### src/sqsp_pkg.sv
// ----------------------------------------------------------------------------
// sqsp_pkg: shared types and constants of the square spiral cell locator
// Widths of the root and the coordinates, pipeline slicing, the per-side
// direction tables and the control struct that travels with each word.
// ----------------------------------------------------------------------------
package sqsp_pkg;

   localparam int NUMBER_WIDTH_DEFAULT = 32;

   // 16-step root, top trial bit 0x8000
   localparam int ROOT_BITS  = 16;
   localparam int COORD_WIDTH = 16;
   localparam int SIDE_WIDTH  = 3;
   localparam int SIDE_COUNT  = 8;

   localparam int ROOT_STEPS_PER_STAGE = 2;
   localparam int DIV_STEPS_PER_STAGE  = 4;

   // direction of one unit: zero, plus one or minus one
   typedef enum logic [1:0] {
      UNIT_ZERO  = 2'b00,
      UNIT_PLUS  = 2'b01,
      UNIT_MINUS = 2'b11
   } unit_type;

   typedef unit_type unit_table_type [SIDE_COUNT];

   localparam unit_table_type CORNER_DX = '{
      UNIT_PLUS, UNIT_PLUS, UNIT_ZERO, UNIT_MINUS,
      UNIT_MINUS, UNIT_MINUS, UNIT_ZERO, UNIT_PLUS};
   localparam unit_table_type CORNER_DY = '{
      UNIT_ZERO, UNIT_MINUS, UNIT_MINUS, UNIT_MINUS,
      UNIT_ZERO, UNIT_PLUS, UNIT_PLUS, UNIT_PLUS};
   localparam unit_table_type STEP_DX = '{
      UNIT_ZERO, UNIT_MINUS, UNIT_MINUS, UNIT_ZERO,
      UNIT_ZERO, UNIT_PLUS, UNIT_PLUS, UNIT_ZERO};
   localparam unit_table_type STEP_DY = '{
      UNIT_MINUS, UNIT_ZERO, UNIT_ZERO, UNIT_PLUS,
      UNIT_PLUS, UNIT_ZERO, UNIT_ZERO, UNIT_MINUS};

   // travels with every word down the pipe
   typedef struct packed {
      logic valid;
      logic origin;
   } ctl_type;

endpackage

### src/sqsp_root.sv
// ----------------------------------------------------------------------------
// sqsp_root: pipelined 16-step integer square root
// Takes n, forms n-1 and resolves two root bits per stage; n and the
// control struct travel along with the partial root and remainder.
// ----------------------------------------------------------------------------
module sqsp_root #(
   parameter int NUMBER_WIDTH = sqsp_pkg::NUMBER_WIDTH_DEFAULT
) (
   input  logic                             clock,
   input  logic                             reset,
   input  sqsp_pkg::ctl_type                in_ctl,
   input  logic [NUMBER_WIDTH-1:0]          in_n,
   output sqsp_pkg::ctl_type                out_ctl,
   output logic [NUMBER_WIDTH-1:0]          out_n,
   output logic [sqsp_pkg::ROOT_BITS-1:0]   out_root
);

   localparam int STEPS  = sqsp_pkg::ROOT_STEPS_PER_STAGE;
   localparam int STAGES = sqsp_pkg::ROOT_BITS / STEPS;
   localparam int RB     = sqsp_pkg::ROOT_BITS;
   localparam int RW     = (NUMBER_WIDTH > 2 * RB + 2) ? NUMBER_WIDTH : 2 * RB + 2;

   sqsp_pkg::ctl_type       ctl_ff [STAGES];
   logic [NUMBER_WIDTH-1:0] n_ff   [STAGES];
   logic [NUMBER_WIDTH-1:0] v_ff   [STAGES];
   logic [RB-1:0]           g_ff   [STAGES];

   for (genvar i = 0; i < STAGES; i++) begin : g_stage
      sqsp_pkg::ctl_type       ctl_src;
      logic [NUMBER_WIDTH-1:0] n_src;
      logic [NUMBER_WIDTH-1:0] v_src;
      logic [RB-1:0]           g_src;
      logic [NUMBER_WIDTH-1:0] v_in;
      logic [RB-1:0]           g_in;

      if (i == 0) begin : g_first
         assign ctl_src = in_ctl;
         assign n_src   = in_n;
         assign v_src   = in_n - NUMBER_WIDTH'(1);
         assign g_src   = '0;
      end else begin : g_next
         assign ctl_src = ctl_ff[i-1];
         assign n_src   = n_ff[i-1];
         assign v_src   = v_ff[i-1];
         assign g_src   = g_ff[i-1];
      end

      always_comb begin
         logic [RW-1:0] trial;
         v_in = v_src;
         g_in = g_src;
         for (int j = 0; j < STEPS; j++) begin
            // trial = (2g + bit) * bit, bit = 2^k
            trial = (RW'({g_in, 1'b0}) + (RW'(1) << (RB - 1 - (i * STEPS + j))))
                    << (RB - 1 - (i * STEPS + j));
            if (RW'(v_in) >= trial) begin
               g_in = g_in | (RB'(1) << (RB - 1 - (i * STEPS + j)));
               v_in = NUMBER_WIDTH'(RW'(v_in) - trial);
            end
         end
      end

      always_ff @(posedge clock) begin
         if (reset) begin
            ctl_ff[i] <= '0;
         end else begin
            ctl_ff[i] <= ctl_src;
         end
      end

      always_ff @(posedge clock) begin
         n_ff[i] <= n_src;
         v_ff[i] <= v_in;
         g_ff[i] <= g_in;
      end
   end

   assign out_ctl  = ctl_ff[STAGES-1];
   assign out_n    = n_ff[STAGES-1];
   assign out_root = g_ff[STAGES-1];

endmodule

### src/sqsp_divmod.sv
// ----------------------------------------------------------------------------
// sqsp_divmod: pipelined restoring division of the ring position by r
// One quotient bit per step, four steps per stage; the quotient is kept
// saturated at seven, the remainder is the offset along the half side.
// ----------------------------------------------------------------------------
module sqsp_divmod #(
   parameter int NUMBER_WIDTH = sqsp_pkg::NUMBER_WIDTH_DEFAULT
) (
   input  logic                               clock,
   input  logic                               reset,
   input  sqsp_pkg::ctl_type                  in_ctl,
   input  logic [NUMBER_WIDTH-1:0]            in_pos,
   input  logic [sqsp_pkg::COORD_WIDTH-1:0]   in_r,
   output sqsp_pkg::ctl_type                  out_ctl,
   output logic [sqsp_pkg::SIDE_WIDTH-1:0]    out_side,
   output logic [sqsp_pkg::COORD_WIDTH-1:0]   out_off,
   output logic [sqsp_pkg::COORD_WIDTH-1:0]   out_r
);

   localparam int STEPS  = sqsp_pkg::DIV_STEPS_PER_STAGE;
   localparam int STAGES = (NUMBER_WIDTH + STEPS - 1) / STEPS;
   localparam int CW     = sqsp_pkg::COORD_WIDTH;
   localparam int SW     = sqsp_pkg::SIDE_WIDTH;

   sqsp_pkg::ctl_type       ctl_ff [STAGES];
   logic [NUMBER_WIDTH-1:0] pos_ff [STAGES];
   logic [CW-1:0]           rem_ff [STAGES];
   logic [CW-1:0]           r_ff   [STAGES];
   logic [SW-1:0]           q_ff   [STAGES];
   logic                    big_ff [STAGES];

   for (genvar i = 0; i < STAGES; i++) begin : g_stage
      sqsp_pkg::ctl_type       ctl_src;
      logic [NUMBER_WIDTH-1:0] pos_src;
      logic [CW-1:0]           rem_src;
      logic [CW-1:0]           r_src;
      logic [SW-1:0]           q_src;
      logic                    big_src;
      logic [NUMBER_WIDTH-1:0] pos_in;
      logic [CW-1:0]           rem_in;
      logic [SW-1:0]           q_in;
      logic                    big_in;

      if (i == 0) begin : g_first
         assign ctl_src = in_ctl;
         assign pos_src = in_pos;
         assign rem_src = '0;
         assign r_src   = in_r;
         assign q_src   = '0;
         assign big_src = 1'b0;
      end else begin : g_next
         assign ctl_src = ctl_ff[i-1];
         assign pos_src = pos_ff[i-1];
         assign rem_src = rem_ff[i-1];
         assign r_src   = r_ff[i-1];
         assign q_src   = q_ff[i-1];
         assign big_src = big_ff[i-1];
      end

      always_comb begin
         logic [CW:0] trial;
         pos_in = pos_src;
         rem_in = rem_src;
         q_in   = q_src;
         big_in = big_src;
         for (int j = 0; j < STEPS; j++) begin
            if (i * STEPS + j < NUMBER_WIDTH) begin
               trial  = {rem_in, pos_in[NUMBER_WIDTH-1]};
               pos_in = pos_in << 1;
               // quotient past seven saturates the side
               big_in = big_in | q_in[SW-1];
               if (trial >= {1'b0, r_src}) begin
                  rem_in = CW'(trial - {1'b0, r_src});
                  q_in   = {q_in[SW-2:0], 1'b1};
               end else begin
                  rem_in = trial[CW-1:0];
                  q_in   = {q_in[SW-2:0], 1'b0};
               end
            end
         end
      end

      always_ff @(posedge clock) begin
         if (reset) begin
            ctl_ff[i] <= '0;
         end else begin
            ctl_ff[i] <= ctl_src;
         end
      end

      always_ff @(posedge clock) begin
         pos_ff[i] <= pos_in;
         rem_ff[i] <= rem_in;
         r_ff[i]   <= r_src;
         q_ff[i]   <= q_in;
         big_ff[i] <= big_in;
      end
   end

   assign out_ctl  = ctl_ff[STAGES-1];
   assign out_side = big_ff[STAGES-1] ? SW'(sqsp_pkg::SIDE_COUNT - 1) : q_ff[STAGES-1];
   assign out_off  = rem_ff[STAGES-1];
   assign out_r    = r_ff[STAGES-1];

endmodule

### src/square_spiral_cell_to_point.sv
// ----------------------------------------------------------------------------
// square_spiral_cell_to_point: square spiral cell number to cell coordinates
//
//   channel   ports                                  handshake
//   request   req_cell_number                        start, busy
//   response  rsp_x_coord, rsp_y_coord               rsp_strobe
//
// One word enters per cycle while busy is low. Path: input register,
// eight root stages, ring, square, position, the divider stages and the
// output register.
// busy is high during reset and the cycle after, low otherwise.
// Reset clears the control structs and the strobe only; the response side takes every word.
// ----------------------------------------------------------------------------
module square_spiral_cell_to_point #(
   parameter int NUMBER_WIDTH = sqsp_pkg::NUMBER_WIDTH_DEFAULT
) (
   input  logic                                     clock,
   input  logic                                     reset,
   input  logic                                     start,
   output logic                                     busy,
   input  logic signed [NUMBER_WIDTH-1:0]           req_cell_number,
   output logic                                     rsp_strobe,
   output logic signed [sqsp_pkg::COORD_WIDTH-1:0]  rsp_x_coord,
   output logic signed [sqsp_pkg::COORD_WIDTH-1:0]  rsp_y_coord
);

   localparam int CW = sqsp_pkg::COORD_WIDTH;
   localparam int RB = sqsp_pkg::ROOT_BITS;
   localparam int SQ = 2 * RB;
   localparam int EW = (NUMBER_WIDTH > SQ) ? NUMBER_WIDTH : SQ;

   function automatic logic [CW-1:0] scale(sqsp_pkg::unit_type u, logic [CW-1:0] v);
      logic [CW-1:0] res;
      unique case (u)
         sqsp_pkg::UNIT_PLUS:  res = v;
         sqsp_pkg::UNIT_MINUS: res = CW'(0) - v;
         default:              res = '0;
      endcase
      return res;
   endfunction

   logic                    busy_ff;
   sqsp_pkg::ctl_type       in_ctl_ff;
   logic [NUMBER_WIDTH-1:0] in_n_ff;

   sqsp_pkg::ctl_type       root_ctl;
   logic [NUMBER_WIDTH-1:0] root_n;
   logic [RB-1:0]           root_s;

   sqsp_pkg::ctl_type       ring_ctl_ff;
   logic [NUMBER_WIDTH-1:0] ring_n_ff;
   logic [CW-1:0]           ring_r_ff;
   logic [RB-1:0]           ring_d_ff;
   logic [RB:0]             ring_sum;

   sqsp_pkg::ctl_type       sq_ctl_ff;
   logic [NUMBER_WIDTH-1:0] sq_n_ff;
   logic [CW-1:0]           sq_r_ff;
   logic [SQ-1:0]           sq_inner_ff;

   sqsp_pkg::ctl_type       pos_ctl_ff;
   logic [NUMBER_WIDTH-1:0] pos_ff;
   logic [CW-1:0]           pos_r_ff;

   sqsp_pkg::ctl_type       div_ctl;
   logic [sqsp_pkg::SIDE_WIDTH-1:0] div_side;
   logic [CW-1:0]           div_off;
   logic [CW-1:0]           div_r;

   logic                    out_strobe_ff;
   logic [CW-1:0]           out_x_ff;
   logic [CW-1:0]           out_x_in;
   logic [CW-1:0]           out_y_ff;
   logic [CW-1:0]           out_y_in;

   logic                    accept;
   logic [NUMBER_WIDTH-1:0] req_n;

   assign accept   = start & ~busy_ff;
   assign busy     = busy_ff;
   assign req_n    = unsigned'(req_cell_number);
   assign ring_sum = {1'b0, root_s} + (RB + 1)'(1);

   // control: valid bits and the busy flag
   always_ff @(posedge clock) begin
      if (reset) begin
         busy_ff       <= 1'b1;
         in_ctl_ff     <= '0;
         ring_ctl_ff   <= '0;
         sq_ctl_ff     <= '0;
         pos_ctl_ff    <= '0;
         out_strobe_ff <= 1'b0;
      end else begin
         busy_ff          <= 1'b0;
         in_ctl_ff.valid  <= accept;
         in_ctl_ff.origin <= req_n[NUMBER_WIDTH-1] | (req_n <= NUMBER_WIDTH'(1));
         ring_ctl_ff      <= root_ctl;
         sq_ctl_ff        <= ring_ctl_ff;
         pos_ctl_ff       <= sq_ctl_ff;
         out_strobe_ff    <= div_ctl.valid;
      end
   end

   sqsp_root #(
      .NUMBER_WIDTH (NUMBER_WIDTH)
   ) u_root (
      .clock    (clock),
      .reset    (reset),
      .in_ctl   (in_ctl_ff),
      .in_n     (in_n_ff),
      .out_ctl  (root_ctl),
      .out_n    (root_n),
      .out_root (root_s)
   );

   // ring r = (s+1)/2, inner side 2r-1; then the square and the position
   always_ff @(posedge clock) begin
      in_n_ff     <= req_n;
      ring_n_ff   <= root_n;
      ring_r_ff   <= ring_sum[RB:1];
      ring_d_ff   <= RB'({ring_sum[RB:1], 1'b0} - (RB + 1)'(1));
      sq_n_ff     <= ring_n_ff;
      sq_r_ff     <= ring_r_ff;
      sq_inner_ff <= SQ'(ring_d_ff) * SQ'(ring_d_ff);
      pos_ff      <= NUMBER_WIDTH'(EW'(sq_n_ff) - EW'(1) - EW'(sq_inner_ff));
      pos_r_ff    <= sq_r_ff;
   end

   sqsp_divmod #(
      .NUMBER_WIDTH (NUMBER_WIDTH)
   ) u_divmod (
      .clock    (clock),
      .reset    (reset),
      .in_ctl   (pos_ctl_ff),
      .in_pos   (pos_ff),
      .in_r     (pos_r_ff),
      .out_ctl  (div_ctl),
      .out_side (div_side),
      .out_off  (div_off),
      .out_r    (div_r)
   );

   // corner of the half side plus the offset along it; origin forces zero
   always_comb begin
      if (div_ctl.origin) begin
         out_x_in = '0;
         out_y_in = '0;
      end else begin
         out_x_in = scale(sqsp_pkg::CORNER_DX[div_side], div_r)
                  + scale(sqsp_pkg::STEP_DX[div_side], div_off);
         out_y_in = scale(sqsp_pkg::CORNER_DY[div_side], div_r)
                  + scale(sqsp_pkg::STEP_DY[div_side], div_off);
      end
   end

   always_ff @(posedge clock) begin
      out_x_ff <= out_x_in;
      out_y_ff <= out_y_in;
   end

   assign rsp_strobe  = out_strobe_ff;
   assign rsp_x_coord = signed'(out_x_ff);
   assign rsp_y_coord = signed'(out_y_ff);

endmodule
### config.mk
export PLATFORM = sky130hd
export DESIGN_NAME = square_spiral_cell_to_point
export DESIGN_NICKNAME = d
export VERILOG_FILES = /design/src/sqsp_pkg.sv /design/src/sqsp_root.sv /design/src/sqsp_divmod.sv /design/src/square_spiral_cell_to_point.sv
export SDC_FILE = /design/constraint.sdc
export NUM_CORES = 2
export LEC_CHECK = 0
export BUFFER_PORTS_ARGS = -buffer_cell sky130_fd_sc_hd__buf_4
export CAP_MARGIN = 20
export CORE_AREA = 2 2 345 347
export CTS_CLUSTER_SIZE = 12
export DETAILED_ROUTE_END_ITERATION = 7
export DIE_AREA = 0 0 347 349
export PLACE_DENSITY_LB_ADDON = 0.15
export SLEW_MARGIN = 20
export SYNTH_ARGS = -nofsm -noshare
export SYNTH_HDL_FRONTEND = slang
export SYNTH_SLANG_ARGS = --single-unit
### constraint.sdc
create_clock -name clock -period 18 [get_ports clock]
set_input_delay 3.6 -clock clock [delete_from_list [all_inputs] [get_ports clock]]
set_output_delay 3.6 -clock clock [all_outputs]
set_load 0.005 [all_outputs]
# Word level (Yosys, flattened, before mapping)
# Memories as Yosys holds them, arrays and structs flattened. A register that Yosys moved wholly into a read port is not among the register bits.
# Cells that the tools add are included.
[op_classes]
eq_ne = 8
order_cmp = 50
add_sub_neg = 72
bitwise = 50
mul = 1
n_mux = 132
[ops]
columns = ["op", "count"]
rows = [
  ["16-bit 2-to-1 mux", 37],
  ["17-bit by 16-bit >= comparator with 1-bit output", 31],
  ["32-bit 2-to-1 mux", 16],
  ["32-bit subtractor", 16],
  ["32-bit by 34-bit >= comparator with 1-bit output", 15],
  ["16-bit subtractor", 31],
  ["16-bit one-hot mux with 2 select lines", 4],
  ["32-bit by 1-bit subtractor with 32-bit output (second input constant)", 2],
  ["2-bit 2-to-1 mux", 25],
  ["1-bit OR", 46],
  ["1-bit 2-to-1 mux", 36],
  ["16-bit adder", 2],
  ["32-bit by 31-bit >= comparator with 1-bit output (second input constant)", 1],
  ["32-bit by 1-bit <= comparator with 1-bit output (second input constant)", 1],
  ["16-bit by 16-bit multiplier with 32-bit output", 1],
  ["1-bit by 16-bit subtractor with 16-bit output (first input constant)", 2],
  ["32-bit by 31-bit subtractor with 32-bit output (second input constant)", 1],
  ["17-bit by 1-bit adder with 18-bit output (second input constant)", 1],
  ["17-bit by 10-bit adder with 18-bit output (second input constant)", 1],
  ["17-bit by 11-bit adder with 18-bit output (second input constant)", 1],
  ["17-bit by 12-bit adder with 18-bit output (second input constant)", 1],
  ["17-bit by 13-bit adder with 18-bit output (second input constant)", 1],
  ["17-bit by 14-bit adder with 18-bit output (second input constant)", 1],
  ["17-bit by 15-bit adder with 18-bit output (second input constant)", 1],
  ["other kinds (32)", 39],
]
[totals]
rom_bits = 64
reg_bits = 232
word_cells = 345
ramBits = 1184
mem_count = 14
inputBits = 35
output_inout_bits = 34
[memory_table]
columns = ["name", "words", "width", "read_ports", "rd_ports_with_merged_regs", "wr", "line_no", "source"]
rows = [
  ["u_root.n_ff", 8, 32, 8, 1, 8, "sqsp_root.sv:24", "logic [NUMBER_WIDTH-1:0] n_ff [STAGES];"],
  ["u_root.v_ff", 8, 32, 7, 0, 8, "sqsp_root.sv:25", "logic [NUMBER_WIDTH-1:0] v_ff [STAGES];"],
  ["u_divmod.pos_ff", 8, 28, 7, 0, 8, "sqsp_divmod.sv:26", "logic [NUMBER_WIDTH-1:0] pos_ff [STAGES];"],
  ["u_divmod.r_ff", 8, 16, 8, 0, 8, "sqsp_divmod.sv:28", "logic [CW-1:0] r_ff [STAGES];"],
  ["u_divmod.rem_ff", 8, 16, 8, 0, 8, "sqsp_divmod.sv:27", "logic [CW-1:0] rem_ff [STAGES];"],
  ["u_root.g_ff", 8, 16, 8, 0, 8, "sqsp_root.sv:26", "logic [RB-1:0] g_ff [STAGES];"],
  ["+8 memories", "--", "--", "--", "--", "--", "--", ""],
]

# Depth between registers and ports, before layout
# An unclocked memory read counts as a cell.
[depth]
ltp_word = 10
ltp_mapped = 52
ltp_nobuf = 48

# Cells and area by module
# A second synthesis with hierarchy kept.
[unflattened]
cells_unflattened = 8834
area_unflattened_um2 = 79123.4
[modules_own_cells]
columns = ["module", "cells_per_inst", "seq_area_each_um2", "area_each_um2", "n_inst"]
rows = [
  ["sqsp_divmod", 4473, 8328.0, 37589.8, 1],
  ["sqsp_root", 2386, 11370.9, 23324.9, 1],
  ["square_spiral_cell_to_point", 1975, 5265.0, 18208.7, 1],
]

# Worst setup path before layout
# OpenSTA, ideal clock, no wires.
[synth_path]
path_kind = "register to register"
from = "memory u_divmod.r_ff[0][1] (netlist name)"
to = "memory u_divmod.rem_ff[0][23] (netlist name)"
setup_time_ns = 0.121
arrival_ns = 10.524
path_slack_ns = 7.355
required_ns = 17.879
synth_period_minus_slack_ns = 10.645
path_stages_with_launch = 50
n_path_buf = 5
cell_sequence = "dfxtp_1 inv_1 ha_1 nor2b_1 o31a_1 o2111ai_1 nand2_1 a21o_1 a2bb2oi_2 clkbuf_1 o21ai_0 inv_1 ha_1 nor2b_1 o31ai_1 a211oi_1 o21ai_0 a21oi_1 (+14 left out) a31oi_1 a211o_1 a31oi_4 buf_2 mux2i_1 ha_1 nor2b_1 o21ai_0 a21boi_0 o21ai_0 a211o_1 a41oi_1 a221o_1 a211o_1 a211oi_1 mux2i_2 buf_2 mux2_2"
[synth_lines]
columns = ["item", "line_no"]
rows = [
  ["start, declared", "sqsp_divmod.sv:28"],
  ["end, declared", "sqsp_divmod.sv:27"],
]

==> reports/metrics.cfg <==
[cts]
clock_latency_ns=0.79
numCtsBuffers=133
cts_hold_buffers=0
ctsResizeCount=0
tritoncts=built
htreeDepth=4
cts_root_buf=clkbuf_16
cts_setup_buffers=0
path_clk_slew_ns=0.06
clock_sinks=1247
ctsLongestPathBuffers=3

[finish]
regArea_um2=24960
multi_input_area_um2=47840
area_growth_pct=8.338
fin_area_um2=82350
fin_cells=10040
final_nets=9490
fillers=9094
layout-drive-gt1-share_pct=8.057
final_cell_mix=dfxtp_1 (1,247), ha_1 (822), inv_1 (706)
final_common_cell=dfxtp_1

[logic_synthesis]
synth_nets=9394
synth-warning-count=0
syn-cell-area_um2=76010
synth_ff_type=dfxtp_1
ys_ff_latch=1247
ys_types=104
syn_avg_cell_area_um2=9.114
synthCells=8340
synth_edf_count=0
async_flop_share_pct=0
ys_seq_area_share_pct=32.84

[timing]
maxSlewHeadroom_pct=25.27
fmax_ghz=0.07003
fin_crit_ns=14.28
finalHoldViolCount=0
clock_skew_ns=0.06195
setup_tns_ns=0
worst_slew_pin_slew_ns=1.111
rsz0062_at_grt=false
finalSetupViolations=0
finalCritPeriodShare_pct=79.33
final_max_slew_viol_count=0

[drt]
drt-total-wl_um=194800
drtIter0Drc=4692
vias=60330
postRouteAntennaNets=0
vias_per_cell=6.009
route.detailed.drc=0
dr.pass1.iters=6
wl_per_cell_um=19.40

[place]
port_buffers=68
dpl_cell_area_um2=78100
place_congestion=0.9745
place_inst=9837
hpwl_um=152800

[global_route]
antenna_found_initial=5
gr-total-overflow=0
grt_pass1_wl_um=308600
grt_pass1_vias=59430
grt_max_degree=43
grtUsageTotal_pct=31.53

[floorplan]
die_area_um2=121100
core_area_um2=117500
num_rows=126
die_h_um=349
ios=69
start_util_pct=64.72
die_x_um=347

[setup_path]
slowest_delay_ns=0.63
startpoint=u_divmod.r_ff[1][33]
rrSetupSlack_ns=3.72
cp.arrival_ns=14.94
crit_cells=46
slowest_stage=nor2_1
reg2reg_to=u_divmod.rem_ff[1][61]
r2r-start=u_divmod.r_ff[1][33]
cp-start-kind=register
required_ns=18.66
cp-end-kind=register
crit_path_frequent_cell=o21ai_0
critPathMaxFanout=23
crit_type=reg2reg
reg2reg_depth=46
crit_family=compound AO/OA/AOI/OAI gates
endpoint=u_divmod.rem_ff[1][61]
cp_num_buf_inv=7

[run_status]
status=finished, final reports clean

[hold_path]
hold_class=reg2reg
min_from=u_divmod.pos_ff[0][15]

[job]
maxCapViolCount=0

[how the worst min path moves through the flow]
stage / end / slack [ns] / cells after the start
CTS: u_divmod.pos_ff[0][47] / 0.28 / 0
finish: u_divmod.pos_ff[0][47] / 0.29 / 0
floorplan: pos_ff[0] / 0.31 / 0
global placement: u_root.n_ff[7][31] / 0.31 / 0
detailed placement: pos_r_ff[5] / 0.31 / 0
global route: u_divmod.pos_ff[0][47] / 0.30 / 0
[cells in the mapped netlist (129+ instances only)]
cell type / count / area share [%]
fa_1: 197 / 5.2
nor3_1: 177 / 1.2
a21o_1: 208 / 2.1
xor2_1: 241 / 2.8
nand2_1: 497 / 2.5
inv_1: 706 / 3.5
dfxtp_1: 1247 / 33
o21ai_0: 408 / 2.7
ha_1: 822 / 14
nor2b_1: 151 / 1.2
nand3_1: 162 / 1.1
xnor2_1: 425 / 4.9
nor2_1: 634 / 3.1
mux2_2: 306 / 4.5
a21oi_1: 538 / 3.5
nand4_1: 129 / 1.1
[logic make-up (layout without fill, tap and decap cells)]
logic type / after synthesis / count (layout) / share of synthesized area, %
AND/OR/NAND/NOR: 2302 / 2302 / 15.01
AO/OA/AOI/OAI: 1873 / 1873 / 15.91
flip-flops: 1247 / 1247 / 32.84
adder cells (fa/ha/maj): 1019 / 1019 / 18.72
buffers and inverters: 852 / 1014 / 4.263
XOR/XNOR: 666 / 666 / 7.674
multiplexers: 381 / 381 / 5.580
other: 0 / 1 / 0
[state kept, by name, indices dropped and copies added, names as in the netlist, 8 cells and up]
signal,flops
in_n_ff,32
pos_ff,32
pos_r_ff,16
ring_d_ff,15
ring_n_ff,32
ring_r_ff,16
rsp_x_coord,16
rsp_y_coord,16
sq_inner_ff,30
sq_n_ff,32
sq_r_ff,16
u_divmod.big_ff,8
u_divmod.ctl_ff,16
u_divmod.pos_ff,112
u_divmod.q_ff,24
u_divmod.r_ff,128
u_divmod.rem_ff,128
u_root.ctl_ff,16
u_root.g_ff,72
u_root.n_ff,256
u_root.v_ff,224
[layout make-up]
class	instances	area share, %
Tap cell	1536	2.334
Antenna cell	1	0.003039
Clock buffer	165	4.358
Multi-Input combinational cell	6241	58.10
Clock inverter	36	0.7764
Inverter	724	3.303
Sequential cell	1247	30.32
Timing Repair Buffer	89	0.8114
[worst reg2reg max path, delay by kind of cell, from the launching register on]
kind                       cells  cell delay, ns
AOI/OAI and AO/OA             27            8.54
adders and majority gates      4            1.32
DFF                            1            0.43
buffers and inverters          7            1.77
and+or+nand+nor                8            2.12
[stage by stage]
stage | setup slack [ns] | hold slack [ns] | util [%]
2_1_floorplan | 7.355 | 0.3096 | -
3_5_place_dp | 3.836 | 0.3121 | 66.49
5_1_grt | 2.368 | 0.2952 | 70.11
3_3_place_gp | 3.554 | 0.3099 | 66.49
6_report | 3.721 | 0.2874 | 70.11
4_1_cts | 3.807 | 0.2841 | 70.09
[per-layer routing]
metal  GRT usage (%)  wire (µm)  up-vias
met1           39.32      83330    28450
met5               0         59        -
met3           3.923       9912      421
met4           12.95       7606        8
li1                -          -    29630
met2           55.12      93860     1818
Power is not shown: default switching activity piles up to over one toggle a cycle in this logic, so the estimate is an artifact.
